## src/hw/rtl/fpdp_pkg.sv

```systemverilog
`default_nettype none
// ----------------------------------------------------------------------------
// fpdp_pkg
// Shared constants and helper functions for the fp16 dot-product engine.
// ----------------------------------------------------------------------------
package fpdp_pkg;

    localparam logic [1:0] CFG_ROWS    = 2'd0;
    localparam logic [1:0] CFG_COLS    = 2'd1;
    localparam logic [1:0] CFG_BIAS_EN = 2'd2;

    localparam logic [31:0] FP32_QNAN = 32'h7FC0_0000;
    localparam logic [31:0] FP32_ZERO = 32'h0000_0000;
    localparam logic [15:0] FP16_QNAN = 16'h7E00;
    localparam logic [14:0] FP16_INF  = 15'h7C00;

    // exact fp16 -> fp32 widening
    function automatic logic [31:0] half_to_float(input logic [15:0] h);
        logic [4:0]  ex;
        logic [9:0]  man;
        logic [3:0]  sh;
        logic        found;
        logic [9:0]  nman;
        logic [7:0]  e32;
        logic [31:0] res;
        ex    = h[14:10];
        man   = h[9:0];
        sh    = 4'd0;
        found = 1'b0;
        for (int i = 9; i >= 0; i--) begin
            if (!found && man[i]) begin
                found = 1'b1;
                sh    = 4'(10 - i);
            end
        end
        nman = man << sh;
        e32  = 8'd113 - {4'd0, sh};
        if (ex == 5'd31) begin
            res = {h[15], 8'hFF, man, 13'd0};
        end else if (ex == 5'd0) begin
            if (man == 10'd0) begin
                res = {h[15], 31'd0};
            end else begin
                res = {h[15], e32, nman, 13'd0};
            end
        end else begin
            res = {h[15], {3'd0, ex} + 8'd112, man, 13'd0};
        end
        return res;
    endfunction

    // leading zero count of a nonzero 27-bit word
    function automatic logic [4:0] lzc27(input logic [26:0] v);
        logic       found;
        logic [4:0] lz;
        found = 1'b0;
        lz    = 5'd0;
        for (int i = 0; i < 27; i++) begin
            if (!found && v[26-i]) begin
                found = 1'b1;
                lz    = 5'(i);
            end
        end
        return lz;
    endfunction

endpackage
`default_nettype wire

```

## src/hw/rtl/fp16_linear_dot_product.sv

```systemverilog
`default_nettype none
// ----------------------------------------------------------------------------
// fp16_linear_dot_product
// Linear layer dot-product engine: fp16 pairs, fp32 accumulate, fp16 result.
// ----------------------------------------------------------------------------
// Takes one input beat per clock while the pipeline is not backed up from the
// master side. Each beat's exact product is added into the fp32 accumulator
// (that add-and-feedback loop sets the one-beat-per-cycle rate). A beat with
// tlast gives one result after it passes the input reg, product, accumulate,
// bias add and fp16 round stages, held in an output register; bubbles in the
// pipeline keep accepting beats while a result waits on the master side.
module fp16_linear_dot_product #(
    parameter int DIM_BITS = 16
) (
    input  wire  logic        i_clk,
    input  wire  logic        i_rst_n,
    input  wire  logic        i_s_tvalid,
    output logic              o_s_tready,
    input  wire  logic [47:0] i_s_tdata,  // in_value, weight_value, bias_value
    input  wire  logic        i_s_tlast,  // last_of_dot
    output logic              o_m_tvalid,
    input  wire  logic        i_m_tready,
    output logic [15:0]       o_m_tdata,  // result_value
    output logic              o_m_tlast,  // last_of_matrix
    input  wire  logic        i_cfg_we,
    input  wire  logic [1:0]  i_cfg_idx,
    input  wire  logic [15:0] i_cfg_data
);

    localparam int CW = (DIM_BITS + 1 > 17) ? DIM_BITS + 1 : 17;

    logic [15:0] r_rows, r_cols;
    logic        r_bias_en;

    logic        r_a_v, r_a_last;
    logic [15:0] r_a_in, r_a_wt, r_a_bias;
    logic        r_b_v, r_b_last;
    logic [31:0] r_b_prod;
    logic [15:0] r_b_bias;
    logic [31:0] r_acc;
    logic        r_c_v, r_c_lom;
    logic [31:0] r_c_sum;
    logic [15:0] r_c_bias;
    logic        r_d_v, r_d_lom;
    logic [31:0] r_d_tot;
    logic        r_o_v, r_o_lom;
    logic [15:0] r_o_data;

    logic [DIM_BITS-1:0] r_col, r_row;
    logic [DIM_BITS-1:0] n_col, n_row;

    logic        out_rdy, d_rdy, c_rdy, b_go, b_rdy, a_rdy;
    logic [31:0] prod, sum_b, tot_c;
    logic [15:0] half_d;
    logic [CW-1:0] cols_e, rows_e, col_p1, row_p1;
    logic        col_end, row_end;

    fpdp_mul u_mul (.i_a(r_a_in), .i_b(r_a_wt), .o_p(prod));
    fpdp_add u_acc_add (.i_a(r_acc), .i_b(r_b_prod), .o_y(sum_b));
    fpdp_add u_bias_add (
        .i_a(r_c_sum),
        .i_b(fpdp_pkg::half_to_float(r_c_bias)),
        .o_y(tot_c)
    );
    fpdp_cvt u_cvt (.i_f(r_d_tot), .o_h(half_d));

    assign out_rdy    = !r_o_v || i_m_tready;
    assign d_rdy      = !r_d_v || out_rdy;
    assign c_rdy      = !r_c_v || d_rdy;
    assign b_go       = r_b_v && (!r_b_last || c_rdy);
    assign b_rdy      = !r_b_v || b_go;
    assign a_rdy      = !r_a_v || b_rdy;
    assign o_s_tready = a_rdy;
    assign o_m_tvalid = r_o_v;
    assign o_m_tdata  = r_o_data;
    assign o_m_tlast  = r_o_lom;

    always_comb begin
        cols_e  = (r_cols == 16'd0) ? CW'(1) : CW'(r_cols);
        rows_e  = (r_rows == 16'd0) ? CW'(1) : CW'(r_rows);
        col_p1  = CW'(r_col) + CW'(1);
        row_p1  = CW'(r_row) + CW'(1);
        col_end = (col_p1 >= cols_e);
        row_end = (row_p1 >= rows_e);
        if (col_end) begin
            n_col = '0;
            n_row = row_end ? '0 : row_p1[DIM_BITS-1:0];
        end else begin
            n_col = col_p1[DIM_BITS-1:0];
            n_row = r_row;
        end
    end

    always_ff @(posedge i_clk) begin
        if (!i_rst_n) begin
            r_rows    <= 16'd1;
            r_cols    <= 16'd1;
            r_bias_en <= 1'b0;
        end else if (i_cfg_we) begin
            unique case (i_cfg_idx)
                fpdp_pkg::CFG_ROWS:    r_rows    <= i_cfg_data;
                fpdp_pkg::CFG_COLS:    r_cols    <= i_cfg_data;
                fpdp_pkg::CFG_BIAS_EN: r_bias_en <= i_cfg_data[0];
                default: ;
            endcase
        end
    end

    always_ff @(posedge i_clk) begin
        if (!i_rst_n) begin
            r_a_v <= 1'b0;
            r_b_v <= 1'b0;
            r_c_v <= 1'b0;
            r_d_v <= 1'b0;
            r_o_v <= 1'b0;
            r_acc <= fpdp_pkg::FP32_ZERO;
            r_col <= '0;
            r_row <= '0;
        end else begin
            if (a_rdy) begin
                r_a_v <= i_s_tvalid;
            end
            if (b_rdy) begin
                r_b_v <= r_a_v;
            end
            if (b_go) begin
                r_acc <= r_b_last ? fpdp_pkg::FP32_ZERO : sum_b;
            end
            if (c_rdy) begin
                r_c_v <= r_b_v && r_b_last;
            end
            if (r_b_v && r_b_last && c_rdy) begin
                r_col <= n_col;
                r_row <= n_row;
            end
            if (d_rdy) begin
                r_d_v <= r_c_v;
            end
            if (out_rdy) begin
                r_o_v <= r_d_v;
            end
        end
    end

    always_ff @(posedge i_clk) begin
        if (a_rdy && i_s_tvalid) begin
            r_a_in   <= i_s_tdata[15:0];
            r_a_wt   <= i_s_tdata[31:16];
            r_a_bias <= i_s_tdata[47:32];
            r_a_last <= i_s_tlast;
        end
        if (b_rdy && r_a_v) begin
            r_b_prod <= prod;
            r_b_bias <= r_a_bias;
            r_b_last <= r_a_last;
        end
        if (c_rdy && r_b_v && r_b_last) begin
            r_c_sum  <= sum_b;
            r_c_bias <= r_b_bias;
            r_c_lom  <= col_end && row_end;
        end
        if (d_rdy && r_c_v) begin
            r_d_tot <= r_bias_en ? tot_c : r_c_sum;
            r_d_lom <= r_c_lom;
        end
        if (out_rdy && r_d_v) begin
            r_o_data <= half_d;
            r_o_lom  <= r_d_lom;
        end
    end

    a_acc_clear: assert property (@(posedge i_clk) disable iff (!i_rst_n)
        (b_go && r_b_last) |=> (r_acc == fpdp_pkg::FP32_ZERO))
        else $error("accumulator not cleared after dot product end");

    a_acc_hold: assert property (@(posedge i_clk) disable iff (!i_rst_n)
        !r_b_v |=> $stable(r_acc))
        else $error("accumulator changed with no product in flight");

    a_stall_full: assert property (@(posedge i_clk) disable iff (!i_rst_n)
        !o_s_tready |-> (r_a_v && r_b_v && r_b_last && r_c_v && r_d_v && r_o_v))
        else $error("input stalled while pipeline has room");

    a_cnt_hold: assert property (@(posedge i_clk) disable iff (!i_rst_n)
        !(r_b_v && r_b_last) |=> ($stable(r_col) && $stable(r_row)))
        else $error("index counters moved without a dot product end");

endmodule
`default_nettype wire

```

## src/hw/rtl/fpdp_mul.sv

```systemverilog
`default_nettype none
// ----------------------------------------------------------------------------
// fpdp_mul
// Exact fp16 x fp16 product, delivered as fp32 (always representable).
// ----------------------------------------------------------------------------
module fpdp_mul (
    input  wire  logic [15:0] i_a,
    input  wire  logic [15:0] i_b,
    output logic [31:0]       o_p
);

    logic [31:0] fa, fb;
    logic        a_nan, b_nan, a_inf, b_inf, a_zero, b_zero, sgn;
    logic [21:0] sp;
    logic [8:0]  ep;
    logic [22:0] mp;

    always_comb begin
        fa     = fpdp_pkg::half_to_float(i_a);
        fb     = fpdp_pkg::half_to_float(i_b);
        a_nan  = (i_a[14:10] == 5'd31) && (i_a[9:0] != 10'd0);
        b_nan  = (i_b[14:10] == 5'd31) && (i_b[9:0] != 10'd0);
        a_inf  = (i_a[14:10] == 5'd31) && (i_a[9:0] == 10'd0);
        b_inf  = (i_b[14:10] == 5'd31) && (i_b[9:0] == 10'd0);
        a_zero = (i_a[14:0] == 15'd0);
        b_zero = (i_b[14:0] == 15'd0);
        sgn    = i_a[15] ^ i_b[15];
        sp     = {1'b1, fa[22:13]} * {1'b1, fb[22:13]};
        ep     = {1'b0, fa[30:23]} + {1'b0, fb[30:23]} - 9'd127 + {8'd0, sp[21]};
        mp     = sp[21] ? {sp[20:0], 2'd0} : {sp[19:0], 3'd0};
        if (a_nan || b_nan || (a_inf && b_zero) || (b_inf && a_zero)) begin
            o_p = fpdp_pkg::FP32_QNAN;
        end else if (a_inf || b_inf) begin
            o_p = {sgn, 8'hFF, 23'd0};
        end else if (a_zero || b_zero) begin
            o_p = {sgn, 31'd0};
        end else begin
            o_p = {sgn, ep[7:0], mp};
        end
    end

endmodule
`default_nettype wire

```

## src/hw/rtl/fpdp_add.sv

```systemverilog
`default_nettype none
// ----------------------------------------------------------------------------
// fpdp_add
// fp32 adder, round to nearest even.
// ----------------------------------------------------------------------------
module fpdp_add (
    input  wire  logic [31:0] i_a,
    input  wire  logic [31:0] i_b,
    output logic [31:0]       o_y
);

    logic        a_nan, b_nan, a_inf, b_inf, a_big;
    logic [7:0]  ea, eb, xe, ye, d;
    logic [23:0] sa, sb, xm, ym;
    logic        xs, ys, sub, sticky, inc;
    logic [26:0] xext, yext, ysh, yal, norm;
    logic [27:0] sum;
    logic [4:0]  lz;
    logic signed [9:0] ex;
    logic [24:0] rnd;

    always_comb begin
        a_nan = (i_a[30:23] == 8'hFF) && (i_a[22:0] != 23'd0);
        b_nan = (i_b[30:23] == 8'hFF) && (i_b[22:0] != 23'd0);
        a_inf = (i_a[30:23] == 8'hFF) && (i_a[22:0] == 23'd0);
        b_inf = (i_b[30:23] == 8'hFF) && (i_b[22:0] == 23'd0);
        ea    = (i_a[30:23] == 8'd0) ? 8'd1 : i_a[30:23];
        eb    = (i_b[30:23] == 8'd0) ? 8'd1 : i_b[30:23];
        sa    = {(i_a[30:23] != 8'd0), i_a[22:0]};
        sb    = {(i_b[30:23] != 8'd0), i_b[22:0]};
        a_big = (i_a[30:0] >= i_b[30:0]);
        xs    = a_big ? i_a[31] : i_b[31];
        ys    = a_big ? i_b[31] : i_a[31];
        xe    = a_big ? ea : eb;
        ye    = a_big ? eb : ea;
        xm    = a_big ? sa : sb;
        ym    = a_big ? sb : sa;
        d     = xe - ye;
        xext  = {xm, 3'd0};
        yext  = {ym, 3'd0};
        if (d >= 8'd27) begin
            ysh    = 27'd0;
            sticky = (ym != 24'd0);
        end else begin
            ysh    = yext >> d;
            sticky = ((yext & ((27'd1 << d) - 27'd1)) != 27'd0);
        end
        yal  = {ysh[26:1], ysh[0] | sticky};
        sub  = xs ^ ys;
        sum  = sub ? ({1'b0, xext} - {1'b0, yal}) : ({1'b0, xext} + {1'b0, yal});
        lz   = fpdp_pkg::lzc27(sum[26:0]);
        if (sum[27]) begin
            norm = {sum[27:2], sum[1] | sum[0]};
            ex   = $signed({2'd0, xe}) + 10'sd1;
        end else begin
            norm = sum[26:0] << lz;
            ex   = $signed({2'd0, xe}) - $signed({5'd0, lz});
        end
        inc = norm[2] && ((norm[1] | norm[0]) || norm[3]);
        rnd = {1'b0, norm[26:3]} + {24'd0, inc};
        if (rnd[24]) begin
            ex = ex + 10'sd1;
        end

        if (a_nan || b_nan || (a_inf && b_inf && (i_a[31] != i_b[31]))) begin
            o_y = fpdp_pkg::FP32_QNAN;
        end else if (a_inf) begin
            o_y = i_a;
        end else if (b_inf) begin
            o_y = i_b;
        end else if (sum == 28'd0) begin
            o_y = {sub ? 1'b0 : xs, 31'd0};
        end else if (ex <= 10'sd0) begin
            o_y = {xs, 31'd0};
        end else if (ex >= 10'sd255) begin
            o_y = {xs, 8'hFF, 23'd0};
        end else begin
            o_y = {xs, ex[7:0], rnd[24] ? 23'd0 : rnd[22:0]};
        end
    end

endmodule
`default_nettype wire

```

## src/hw/rtl/fpdp_cvt.sv

```systemverilog
`default_nettype none
// ----------------------------------------------------------------------------
// fpdp_cvt
// fp32 -> fp16 narrowing, round to nearest even, canonical NaN.
// ----------------------------------------------------------------------------
module fpdp_cvt (
    input  wire  logic [31:0] i_f,
    output logic [15:0]       o_h
);

    logic [7:0]  ex;
    logic [23:0] sig, keep, rem, half;
    logic signed [9:0] he;
    logic [4:0]  shift;
    logic [15:0] h;
    logic        sgn;

    always_comb begin
        sgn   = i_f[31];
        ex    = i_f[30:23];
        sig   = {1'b1, i_f[22:0]};
        he    = $signed({2'd0, ex}) - 10'sd112;
        shift = 5'(10'sd14 - he);
        keep  = 24'd0;
        rem   = 24'd0;
        half  = 24'd0;
        h     = 16'd0;
        if (ex == 8'hFF) begin
            o_h = (i_f[22:0] != 23'd0) ? fpdp_pkg::FP16_QNAN : {sgn, fpdp_pkg::FP16_INF};
        end else if (ex == 8'd0) begin
            o_h = {sgn, 15'd0};
        end else if (he >= 10'sd31) begin
            o_h = {sgn, fpdp_pkg::FP16_INF};
        end else if (he >= 10'sd1) begin
            keep = sig >> 13;
            rem  = {11'd0, sig[12:0]};
            h    = {1'b0, he[4:0], keep[9:0]};
            if ((rem > 24'h1000) || ((rem == 24'h1000) && keep[0])) begin
                h = h + 16'd1;
            end
            if (h >= {1'b0, fpdp_pkg::FP16_INF}) begin
                h = {1'b0, fpdp_pkg::FP16_INF};
            end
            o_h = {sgn, h[14:0]};
        end else if (he < -10'sd10) begin
            o_h = {sgn, 15'd0};
        end else begin
            keep = sig >> shift;
            rem  = sig & ((24'd1 << shift) - 24'd1);
            half = 24'd1 << (shift - 5'd1);
            h    = keep[15:0];
            if ((rem > half) || ((rem == half) && keep[0])) begin
                h = h + 16'd1;
            end
            o_h = {sgn, h[14:0]};
        end
    end

endmodule
`default_nettype wire
```

## config.mk

```make
export PLATFORM = sky130hd
export DESIGN_NAME = fp16_linear_dot_product
export DESIGN_NICKNAME = d
export VERILOG_FILES = /design/src/hw/rtl/fpdp_pkg.sv /design/src/hw/rtl/fp16_linear_dot_product.sv /design/src/hw/rtl/fpdp_mul.sv /design/src/hw/rtl/fpdp_add.sv /design/src/hw/rtl/fpdp_cvt.sv
export SDC_FILE = /design/constraint.sdc
export NUM_CORES = 2
export LEC_CHECK = 0
export ABC_AREA = 1
export BUFFER_PORTS_ARGS = -buffer_cell sky130_fd_sc_hd__buf_2
export CAP_MARGIN = 10
export CELL_PAD_IN_SITES_DETAIL_PLACEMENT = 1
export CELL_PAD_IN_SITES_GLOBAL_PLACEMENT = 2
export CORE_MARGIN = 4
export CORE_UTILIZATION = 33
export DETAILED_ROUTE_END_ITERATION = 6
export HOLD_SLACK_MARGIN = 0.02
export PLACE_DENSITY_LB_ADDON = 0.12
export SYNTH_ARGS = -nofsm -noshare
export SYNTH_HDL_FRONTEND = slang
export SYNTH_SLANG_ARGS = --single-unit
```

## constraint.sdc

```tcl
create_clock -name i_clk -period 12.9 [get_ports i_clk]
set_clock_uncertainty 0.1 [all_clocks]
set_input_delay 1.29 -clock i_clk [delete_from_list [all_inputs] [get_ports i_clk]]
set_output_delay 1.29 -clock i_clk [all_outputs]
set_load 0.03 [all_outputs]
```

==> impl_metrics.ini <==
[critical_path]
crit_path_start_kind = flop
cp.required_ns = 13.15
r2r_end = r_d_tot[28]
slowest_stage = edfxtp_1
critPathKind = reg2reg
reg2reg_slack_ns = -0.87
critPathLaunch = r_c_bias[7]
arrival_ns = 14.02
r2r-start = r_c_bias[7]
path_max_fanout = 8
setup.worst_path.end = r_d_tot[28]
r2r_cells = 97
cp-end-kind = flop
cpPeakStageDelay_ns = 0.45

[global_route]
grt_use_total_pct = 29.2
grt_pass1_vias = 51314
grt_pass1_wl_um = 310000
grt_max_degree = 67
antenna_found_initial = 15
grt-ovfl-total = 0

[pwr]
pwr-share-seq_pct = 11.2
combPwrFrac_pct = 77.5
internal-power_mw = 5.37
clockPowerShare_pct = 11.3
ir_drop_uv = 120
power_switching_mw = 5.88
powerDensity_nw_per_um2 = 198
total_power_mw = 11.3
p_sw_share_pct = 52.3
static-leakage-power_nw = 27.7

[synth]
synth_compound_area_share_pct = 14.4
synthTopCellsByArea = nand2_1 14%, edfxtp_1 14%, ha_1 9.6%
ys_seq_area_share_pct = 18.5
synth-simple-area-share_pct = 37.6
synth_nets = 7265
synthMuxAreaShare_pct = 0.235
postSynth.asyncResetShare_pct = 0
synth_area_leader_cell = nand2_1
synth_xor_area_share_pct = 3.63
synth_seq_cells = 297
synthFlopType = edfxtp_1
synth_edf_count = 195
synthAdderAreaFrac_pct = 13.7
synth_top_family_by_area = simple AND/OR/NAND/NOR gates
syn_area_um2 = 42600
ys_warn_count = 0
netlist_instances = 6780
ys_types = 90
yosysTopAreaCellShare_pct = 14.1
avgSynthCellArea_um2 = 6.29

[cells_and_area]
fillCellCount = 16719
final_nets = 8332
postLayoutCoreUtil_pct = 44.6
area_growth_pct = 33.7
drive_gt1_share_pct = 25.3

[sta]
tightest_slew_ns = 1.44
setup_slack_ns = -0.870
fmax_mhz = 72.6
rsz0062_at_grt = true
finalSetupViolations = 31
slew-limit-headroom_pct = 3.76
hold_viol = 0
timing.final.crit_share_pct = 107
min_period_ns = 13.77
drv_slew = 0

[drt]
drc = 0
dr.pass1.iters = 5
viasPerCell = 5.37
met3_length_um = 10900
first_iter_violations = 3241
drt-met1-wl_um = 98700
avgRoutedWirePerCell_um = 21.8
top_layer = met5
antenna_left = 0
vias = 51247
wl_met2_um = 92600
wirelength_um = 208000

[clocking]
cts_buffer_depth = 3
clk_pin_slew_worst_paths_ns = 0.08
numClockSinks = 297
htreeDepth = 2
cts_hold_buf = 0
clk_latency_ns = 0.63
cts_tree = yes
cts_root_buf = clkbuf_16
cts-buffers-inserted = 42

[hold_path]
worstHoldPathType = reg2reg

[run]
maxCapViolations = 0

[placed_design]
portBuffers = 90
dp_hpwl_um = 169000
gp_congestion = 0.965

[die]
row_count = 131
io_pins = 91
core_area_um2 = 128000
die_h_um = 367
die_width_um = 367
die-area_um2 = 135000
start_util_pct = 33.3

[status]
violations = setup timing
status = finished, violations left
power by group through the flow:
stage | sequential (mW) | clock, mW | combinational [mW]
after global routing | 1.26 | 1.34 | 9.48
after global placement | 1.27 | 0 | 7.74
final | 1.26 | 1.27 | 8.72
after detailed placement | 1.28 | 0 | 7.83
after CTS | 1.26 | 1.31 | 7.97
after floorplan | 1.24 | 0 | 4.26
sequential cells by signal (all words and copies together) (netlist names), 30 cells and up:
signal,flops
r_acc,32
r_d_tot,32
r_b_prod,30
r_c_sum,32
cell usage in the layout (no fill, tap or decap), types with 81 or more instances in the layout:
cell type	n
a21oi_1	320
edfxtp_1	195
dfxtp_1	102
buf_4	1099
nand3_2	84
buf_2	90
nand2_2	110
nand2_1	1513
nor2_1	625
inv_1	896
nand3_1	696
nand4_1	194
xor2_1	121
o21ai_0	349
fa_1	81
nor3_1	81
ha_1	303
cells by family (layout without fill, tap and decap cells):
kind of cell / after synthesis / after routing
simple gates: 3570 / 3578
buf+inv: 1227 / 2320
compound gates: 1089 / 1089
fa+ha+maj: 413 / 413
flops: 297 / 297
xor+xnor: 174 / 174
mux: 10 / 10
other cells: 0 / 1
timing repair:
action / in CTS / in global routing
pin swaps: 97 / 237
endpoints found under the setup margin: 93 / 94
buffers inserted: 92 / 91
gates cloned: 5 / 9
resized for setup: 159 / 466
endpoints found under the hold margin: 0 / 0
worst min-delay path by stage:
stage / from / to / depth (start not counted)
6_report: r_b_bias[0] / r_c_bias[0] / 0
5_1_grt: r_b_bias[12] / r_c_bias[12] / 0
3_5_place_dp: r_a_bias[3] / r_b_bias[3] / 0
4_1_cts: r_b_bias[15] / r_c_bias[15] / 0
3_3_place_gp: r_b_bias[1] / r_c_bias[1] / 0
2_1_floorplan: r_d_lom / o_m_tlast / 0
layout make-up:
type | count | area, um2 | share of cell area [%]
Tap cell | 1662 | 2080 | 3.65
Clock inverter | 29 | 345 | 0.606
Multi-Input combinational cell | 5264 | 32000 | 56.2
Timing Repair inverter | 1 | 8.76 | 0.0154
Inverter | 983 | 3760 | 6.60
Antenna cell | 1 | 2.50 | 0.00439
Sequential cell | 297 | 7900 | 13.9
Clock buffer | 49 | 1170 | 2.06
Timing Repair Buffer | 1258 | 9700 | 17.0
synthesized netlist by cell type, drive strengths merged, types with 15 or more instances:
| cell | n |
|---|---|
| o21ai | 482 |
| buf | 122 |
| a31oi | 33 |
| inv | 968 |
| nor2 | 706 |
| nand4 | 204 |
| nor3 | 97 |
| clkbuf | 115 |
| xor2 | 130 |
| fa | 87 |
| o22ai | 16 |
| a22oi | 19 |
| nor4 | 73 |
| a21boi | 17 |
| ha | 326 |
| o211ai | 21 |
| clkinv | 15 |
| nand3 | 787 |
| nand2 | 1646 |
| or2 | 28 |
| dfxtp | 102 |
| o21bai | 19 |
| a21oi | 376 |
| xnor2 | 44 |
| edfxtp | 195 |
routing by layer:
layer,up-vias,track usage [%]
li1,24700,-
met1,25255,41.6
met2,1040,46.5
met3,242,3.67
met4,10,7.40
met5,-,0
worst max-delay path, delay by kind of cell (launching register included):
family	cells	cell delay, ns
AOI/OAI and AO/OA	19	2.75
xor gates and xnor gates	1	0.17
adders and majority gates	6	1.55
buffers and inverters	20	2.28
DFF	1	0.45
and+or+nand+nor	51	6.18
per-stage QoR:
stage / worst slack (ns) / hold slack (ns) / TNS [ns] / cells / area [um2]
6_report: -0.870 / 0.320 / -24.65 / 9544 / 57000
5_1_grt: -1.82 / 0.328 / -86.02 / 9543 / 57000
4_1_cts: -0.620 / 0.321 / -17.36 / 9446 / 54200
3_5_place_dp: -1.26 / 0.305 / -78.53 / 9271 / 51400
3_3_place_gp: -0.897 / 0.305 / -55.90 / 9271 / 51400
2_1_floorplan: 0.0112 / 0.300 / 0 / 6780 / 42700
Power figures use the tool's default switching activity.
